## src/design/i2c_multi_target_register_responder_unit_defines.svh

```systemverilog
// assertion macros for the i2c multi target register responder
`ifndef I2C_MULTI_TARGET_REGISTER_RESPONDER_UNIT_DEFINES_SVH
`define I2C_MULTI_TARGET_REGISTER_RESPONDER_UNIT_DEFINES_SVH

`ifndef SYNTHESIS
`define I2CMTR_ASSERT(lbl, prop, msg) \
	lbl: assert property (@(posedge clk) disable iff (!arst_n) prop) else $error(msg);
`define I2CMTR_ASSERT_NEVER(lbl, prop, msg) \
	lbl: assert property (@(posedge clk) disable iff (!arst_n) not (prop)) else $error(msg);
`else
`define I2CMTR_ASSERT(lbl, prop, msg)
`define I2CMTR_ASSERT_NEVER(lbl, prop, msg)
`endif

`endif

```

## src/design/i2cmtr_pkg.sv

```systemverilog
// shared types and constants for the i2c multi target register responder
package i2cmtr_pkg;

	localparam int unsigned ADDR_SPACE = 128;
	localparam int unsigned ADDR_W     = 7;
	localparam int unsigned SLOT_W     = 4;

	localparam logic [ADDR_W-1:0] RESERVED_LOW  = 7'h07;
	localparam logic [ADDR_W-1:0] RESERVED_HIGH = 7'h78;
	localparam logic [7:0]        UNMAPPED_READ = 8'hFF;
	localparam logic [SLOT_W-1:0] NO_DEVICE     = 4'hF;

	localparam logic [1:0] CMD_BUS    = 2'd0;
	localparam logic [1:0] CMD_ATTACH = 2'd1;
	localparam logic [1:0] CMD_MAP    = 2'd2;

	localparam logic [1:0] PATH_IDLE = 2'd0;
	localparam logic [1:0] PATH_RX   = 2'd1;
	localparam logic [1:0] PATH_TX   = 2'd2;

	localparam logic [3:0] EV_ADDR_WRITE   = 4'd0;
	localparam logic [3:0] EV_ADDR_READ    = 4'd1;
	localparam logic [3:0] EV_ADDR_UNKNOWN = 4'd2;
	localparam logic [3:0] EV_PTR_SET      = 4'd3;
	localparam logic [3:0] EV_WR_REFUSED   = 4'd4;
	localparam logic [3:0] EV_STRAY        = 4'd5;
	localparam logic [3:0] EV_ATT_OK       = 4'd6;
	localparam logic [3:0] EV_ATT_BAD      = 4'd7;
	localparam logic [3:0] EV_ATT_RESERVED = 4'd8;
	localparam logic [3:0] EV_ATT_IN_USE   = 4'd9;
	localparam logic [3:0] EV_ATT_FULL     = 4'd10;
	localparam logic [3:0] EV_MAP_STORED   = 4'd11;
	localparam logic [3:0] EV_MAP_REFUSED  = 4'd12;

	typedef struct packed {
		logic [1:0]        command;
		logic              is_data;
		logic [7:0]        bus_byte;
		logic [ADDR_W-1:0] dev_addr;
		logic [8:0]        map_length;
		logic [7:0]        map_index;
		logic [7:0]        map_value;
	} in_item_t;

	typedef struct packed {
		logic       ack;
		logic [1:0] next_path;
		logic [7:0] read_data;
		logic [3:0] event_res;
	} out_item_t;

	typedef enum logic [1:0] {
		S_IDLE,
		S_LOOKUP,
		S_FETCH
	} ctrl_state_t;

	typedef struct packed {
		logic take;
		logic commit;
		logic finish;
		logic load_out;
	} dp_cmd_t;

	typedef struct packed {
		logic need_fetch;
		logic no_result;
	} dp_status_t;

endpackage

```

## src/design/i2cmtr_ctrl.sv

```systemverilog
// sequencing state machine and output valid for the responder
`include "i2c_multi_target_register_responder_unit_defines.svh"
module i2cmtr_ctrl (
	input  logic                   clk,
	input  logic                   arst_n,
	input  logic                   in_valid,
	output logic                   in_stall,
	output logic                   out_valid,
	input  logic                   out_stall,
	input  i2cmtr_pkg::dp_status_t status,
	output i2cmtr_pkg::dp_cmd_t    cmd
);
	import i2cmtr_pkg::*;

	ctrl_state_t state_q, state_d;
	logic        out_valid_q;
	logic        out_free;

	assign out_free = !out_valid_q || !out_stall;

	always_comb begin
		state_d = state_q;
		case (state_q)
			S_IDLE: begin
				if (in_valid) begin
					state_d = S_LOOKUP;
				end
			end
			S_LOOKUP: begin
				if (status.no_result) begin
					state_d = S_IDLE;
				end else if (status.need_fetch) begin
					state_d = S_FETCH;
				end else if (out_free) begin
					state_d = S_IDLE;
				end
			end
			S_FETCH: begin
				if (out_free) begin
					state_d = S_IDLE;
				end
			end
			default: begin
				state_d = S_IDLE;
			end
		endcase
	end

	always_comb begin
		cmd      = '0;
		in_stall = 1'b1;
		case (state_q)
			S_IDLE: begin
				in_stall = 1'b0;
				cmd.take = in_valid;
			end
			S_LOOKUP: begin
				// a read commits at once, its result waits for the map data
				if (!status.no_result) begin
					if (status.need_fetch) begin
						cmd.commit = 1'b1;
					end else if (out_free) begin
						cmd.commit   = 1'b1;
						cmd.load_out = 1'b1;
					end
				end
			end
			S_FETCH: begin
				if (out_free) begin
					cmd.finish   = 1'b1;
					cmd.load_out = 1'b1;
				end
			end
			default: begin
				in_stall = 1'b1;
			end
		endcase
	end

	always_ff @(posedge clk or negedge arst_n) begin
		if (!arst_n) begin
			state_q     <= S_IDLE;
			out_valid_q <= 1'b0;
		end else begin
			state_q <= state_d;
			if (cmd.load_out) begin
				out_valid_q <= 1'b1;
			end else if (!out_stall) begin
				out_valid_q <= 1'b0;
			end
		end
	end

	assign out_valid = out_valid_q;

	`I2CMTR_ASSERT(a_accept_to_lookup, (in_valid && !in_stall) |=> (state_q == S_LOOKUP), "accepted item did not enter lookup")
	`I2CMTR_ASSERT(a_load_when_free, cmd.load_out |-> (!out_valid_q || !out_stall), "result overwrote a pending item")
	`I2CMTR_ASSERT(a_fetch_from_lookup, (state_q == S_FETCH) |-> ($past(state_q) == S_LOOKUP || $past(state_q) == S_FETCH), "fetch entered without lookup")
	`I2CMTR_ASSERT_NEVER(a_no_result_load, (state_q == S_LOOKUP) && status.no_result && (cmd.load_out || cmd.commit), "ignored command produced an item")
endmodule

```

## config.mk

```make
export PLATFORM = sky130hd
export DESIGN_NAME = i2cmtr_ctrl
export DESIGN_NICKNAME = d
export VERILOG_FILES = /design/src/design/i2cmtr_pkg.sv /design/src/design/i2cmtr_ctrl.sv
export VERILOG_INCLUDE_DIRS = /design/src /design/src/design
export SDC_FILE = /design/constraint.sdc
export NUM_CORES = 1
export LEC_CHECK = 0
export BUFFER_PORTS_ARGS = -buffer_cell sky130_fd_sc_hd__buf_2
export CAP_MARGIN = 15
export CORE_AREA = 5 5 42 44
export DETAILED_ROUTE_END_ITERATION = 6
export DIE_AREA = 0 0 47 49
export SYNTH_ARGS = -nofsm -noshare
export SYNTH_HDL_FRONTEND = slang
export SYNTH_SLANG_ARGS = --single-unit
```

## constraint.sdc

```tcl
create_clock -name clk -period 1.3 [get_ports clk]
set_clock_uncertainty 0.15 [all_clocks]
set_input_delay 0.065 -clock clk [delete_from_list [all_inputs] [get_ports clk]]
set_output_delay 0.065 -clock clk [all_outputs]
set_load 0.05 [all_outputs]
```

# After elaboration in Yosys (flattened, before gate mapping)
# Cells that the tools add are included.
# word_totals
regBits	3
in_bits	6
output_inout_bits	6
wordCells	28
# op_classes
n_eq_ne	4
muxes	18
reduce_logical	4
# op_table
op	count
two-way mux 1 bit	11
two-way mux 2 bit	5
case mux 2 bit (3 select lines)	1
== test 2 x 1 -> 1 bit, second input constant	1
== test 2 bit, second input constant	1
logical NOT 1 bit	2
logical NOT 2 bit	1
!= test 2 x 1 -> 1 bit, second input constant	1
!= test 2 bit, second input constant	1
case mux 1 bit (2 select lines)	1
logical OR 1 bit	1

# Logic depth before layout (Yosys ltp)
# logic_depth
word_depth	7
ltp_mapped	5

# Least setup slack after synthesis
# OpenSTA, ideal clock, no wires.
# synth_path
kind	reg-to-output
start	register state_q[1]
end	output port cmd[0] (netlist name)
arrival_time_ns	1.244
t_required_ns	1.085
setup_slack_ns	-0.159
path_stages_with_launch	6
n_path_buf	0
path_cell_list	dfrtp_1 > inv_1 > ha_1 > nor2b_4 > a21o_1 > and3_2
# synth_lines
element	line_no	source
from (decl)	i2cmtr_ctrl.sv:15	ctrl_state_t state_q, state_d;
from (signal assigned)	i2cmtr_ctrl.sv:85	state_q <= state_d;
to (decl)	i2cmtr_ctrl.sv:11	output i2cmtr_pkg::dp_cmd_t cmd

==> tab_implementation.tex <==
\begin{tabular}{lr}
\hline
Metric & Value \\
\hline
\multicolumn{2}{l}{\textbf{GRT}} \\
\quad First-pass GRT wire length & 1.37 mm \\
\quad Aggregate global routing overflow & 0 \\
\quad Largest net degree at the start of global routing & 5 \\
\quad Vias in the first global route & 328 \\
\quad Antenna violations before repair & 0 \\
\quad Total GRT Usage & 0.0881 \\
\multicolumn{2}{l}{\textbf{Clock network}} \\
\quad Clock latency on the worst-skew pair & 0.23 ns \\
\quad Clock transition at the registers of the reported paths & 0.04 ns \\
\quad Sinks on the clock net & 3 \\
\quad Buffer type at the clock tree root & clkbuf\_4 \\
\quad Deepest clock path buffer count & 2 \\
\quad TritonCTS buffer count & 3 \\
\quad Clock tree from TritonCTS & built \\
\quad Max H-tree Level & 1 \\
\multicolumn{2}{l}{\textbf{Critical path}} \\
\quad Sequence of cells on the critical path & inv\_2 > ha\_4 > nor2b\_4 > a21o\_1 > and3\_4 > buf\_8 \\
\quad CP bufs+invs & 2 \\
\quad Highest fanout seen on the critical path & 3 \\
\quad Worst Setup End Kind & primary output \\
\quad Largest stage delay, worst path & 0.40 ns \\
\quad Critical path arrival & 1.47 ns \\
\quad Critical Path Start Type & register \\
\quad Type of the worst setup path & reg2out \\
\quad Required time at the endpoint of the critical path & 1.09 ns \\
\quad Critical path's top delay family & flip-flops \\
\quad Slowest cell on the critical path & dfrtp\_1 \\
\multicolumn{2}{l}{\textbf{Cells and area}} \\
\quad Area used by multi-input combinational logic & 220 sq um \\
\quad Post-Route Utilization & 0.424 \\
\quad Fraction of layout cells with a size suffix above 1 & 0.696 \\
\quad Final cell area excluding filler cells & 594 sq um \\
\quad FILL cells & 143 \\
\quad Final \#Nets & 67 \\
\quad Antenna Cells & 0 \\
\quad Area Growth Syn to Fin & 132\% \\
\quad Area used by sequential logic in the layout & 77.6 sq um \\
\quad Final std cells w/o fill & 72 \\
\multicolumn{2}{l}{\textbf{Synthesis}} \\
\quad Area share of the largest cell type after synthesis & 0.293 \\
\quad Most area-consuming cells after synthesis & dfrtp\_1 (29\%), ha\_1 (20\%), inv\_1 (7.3\%) \\
\quad Share of synthesized registers carrying an async set or reset & 1.00 \\
\quad Syn\_area\_per\_cell & 9.50 sq um \\
\quad Ys flop type & dfrtp\_1 \\
\quad Post-synth EDFFs & 0 \\
\quad Cell area after synthesis & 256 sq um \\
\quad Most frequent cells after synthesis & inv\_1 (5), ha\_1 (4), dfrtp\_1 (3) \\
\quad Synthesized net count & 37 \\
\quad Cell type with the largest total area after synthesis & dfrtp\_1 \\
\quad Ys Warns & 0 \\
\quad Leading cell type by number of instances after synthesis & inv\_1 \\
\quad Mapped Cells & 27 \\
\quad Number of distinct library cells after synthesis & 16 \\
\quad Flip-flop and latch count after synthesis & 3 \\
\quad Fraction of the yosys area taken by sequential cells & 0.293 \\
\multicolumn{2}{l}{\textbf{Place}} \\
\quad Final weighted congestion of routability-driven global placement & 0.738 \\
\quad Worst setup slack after placement & -0.208 ns \\
\quad Inst Count DP & 59 \\
\quad Final HPWL DP & 525 microns \\
\quad Placement Cell Area & 389 sq um \\
\quad Port Buf Inserts & 11 \\
\multicolumn{2}{l}{\textbf{Routing}} \\
\quad Total detailed-routing wirelength & 846 microns \\
\quad DRC violations left & 0 \\
\quad Via Count & 313 \\
\quad Count of antenna-violating nets left after detailed routing & 0 \\
\quad Number of search-and-repair iterations in the first detailed-routing pass & 2 \\
\quad Vias per cell & 4.35 \\
\quad Initial DRC Count & 1 \\
\quad Average routed wire per standard cell & 11.8 microns \\
\multicolumn{2}{l}{\textbf{Power}} \\
\quad Leakage power & 0.292 nW \\
\quad Largest vdd supply drop & 1.10 mV \\
\quad Pwr per Cell Area & 2220 mW/mm\^{}2 \\
\multicolumn{2}{l}{\textbf{STA}} \\
\quad Transition at the pin with the smallest max-transition slack & 0.246 ns \\
\quad Number of endpoints with negative hold slack in the final report & 0 \\
\quad Final max-slew violation count & 0 \\
\quad Final worst setup slack & -0.382 ns \\
\quad RSZ-0062 raised after global routing & true \\
\quad Relative slew slack & 0.837 \\
\quad Post-layout min period & 1.68 ns \\
\quad Total setup violations reported at the end of the flow & 8 \\
\quad Final period util & 1.29 \\
\quad Maximum frequency from static timing analysis & 0.595 GHz \\
\multicolumn{2}{l}{\textbf{Status}} \\
\quad Failing checks & setup timing \\
\quad Result of the run & finished, violations left \\
\multicolumn{2}{l}{\textbf{Floorplanning}} \\
\quad Initial cell density of the core & 0.183 \\
\quad Horizontal die dimension & 47 microns \\
\quad Die extent in y & 49 microns \\
\quad Count of pins on the block boundary & 12 \\
\quad Die outline area & 0.00230 sq mm \\
\quad Num rows & 14 \\
\quad Total core area & 0.00140 sq mm \\
\multicolumn{2}{l}{\textbf{Worst hold path}} \\
\quad Worst min-delay path class & in2reg \\
\multicolumn{2}{l}{\textbf{Flow run}} \\
\quad Max-cap violation count & 0 \\
\hline
\end{tabular}
==> worst min-delay path: stages <==
cell,delay [ns]
buf_2,0.12
nand4b_1,0.09
o211ai_1,0.09
==> worst paths after layout <==
check / from / to / slack (ns) / depth (start not counted)
setup / recovery: state_q[1] / cmd[0] / -0.38 / 6
hold / removal: status[1] / state_q[1] / 0.03 / 3
setup reg to reg: state_q[0] / state_q[1] / -0.30 / 7
hold reg to reg: out_valid / out_valid / 0.38 / 1
max in group asynchronous: arst_n / state_q[0] / 0.29 / 3
min in group asynchronous: arst_n / state_q[1] / 0.55 / 3
==> flip-flops by register name, indices dropped and copies added (netlist names) <==
register / flops
out_valid: 1
state_q: 2
==> layout by cell type, fill, tap and decap left out, types with 2 or more instances in the layout <==
master | Yosys | routed
buf_4 | 0 | 8
ha_4 | 0 | 3
dlygate4sd3_1 | 0 | 3
buf_2 | 0 | 6
o211ai_1 | 2 | 2
buf_8 | 0 | 5
clkbuf_4 | 0 | 3
buf_6 | 0 | 3
dfrtp_2 | 0 | 2
inv_2 | 0 | 3
==> through the flow <==
step,hold WS (ns),total power [W],TNS (ns)
3_5_place_dp,-0.285,0.000808,-0.982
5_1_grt,0.0368,0.00142,-2.51
2_1_floorplan,-0.381,0.000608,-0.134
6_report,0.0305,0.00132,-2.03
3_3_place_gp,-0.289,0.000807,-0.950
4_1_cts,0.0145,0.00112,-1.75
==> timing repair <==
item | in CTS | in global routing
hold endpoints to repair | 4 | 0
endpoints found under the setup margin | 8 | 8
gates resized for setup | 13 | 17
hold buffers | 3 | 0
gates cloned | 0 | 0
setup buffers | 4 | 3
pin swaps | 2 | 1
==> metal layers <==
layer | up-vias | track usage | share of wire | wire [microns]
met1 | 147 | 0.0859 | 0.38 | 320
met2 | 12 | 0.140 | 0.54 | 457
met5 | - | 0 | 0 | 0
met3 | 2 | 0.0332 | 0.058 | 49
met4 | 0 | 0.0691 | 0.022 | 19
li1 | 152 | - | - | -
==> cell families after synthesis <==
group           after synthesis  synth area share
fa+ha+maj                     4             0.195
simple gates                  8             0.229
flops                         3             0.293
buf+inv                       5            0.0732
compound gates                7             0.210
==> layout make-up <==
| cell class | instances | share of cell area |
|---|---|---|
| Timing Repair Buffer | 25 | 0.385 |
| Multi-Input combinational cell | 19 | 0.371 |
| Sequential cell | 3 | 0.131 |
| Inverter | 5 | 0.0358 |
| Clock buffer | 4 | 0.0442 |
| Tap cell | 16 | 0.0337 |
==> report_power, final <==
group          switching [W]  internal [W]
clock network      0.0000489      0.000115
logic               0.000491      0.000481
registers          0.0000487      0.000134
Note: power is estimated with default switching activity, not from simulation.
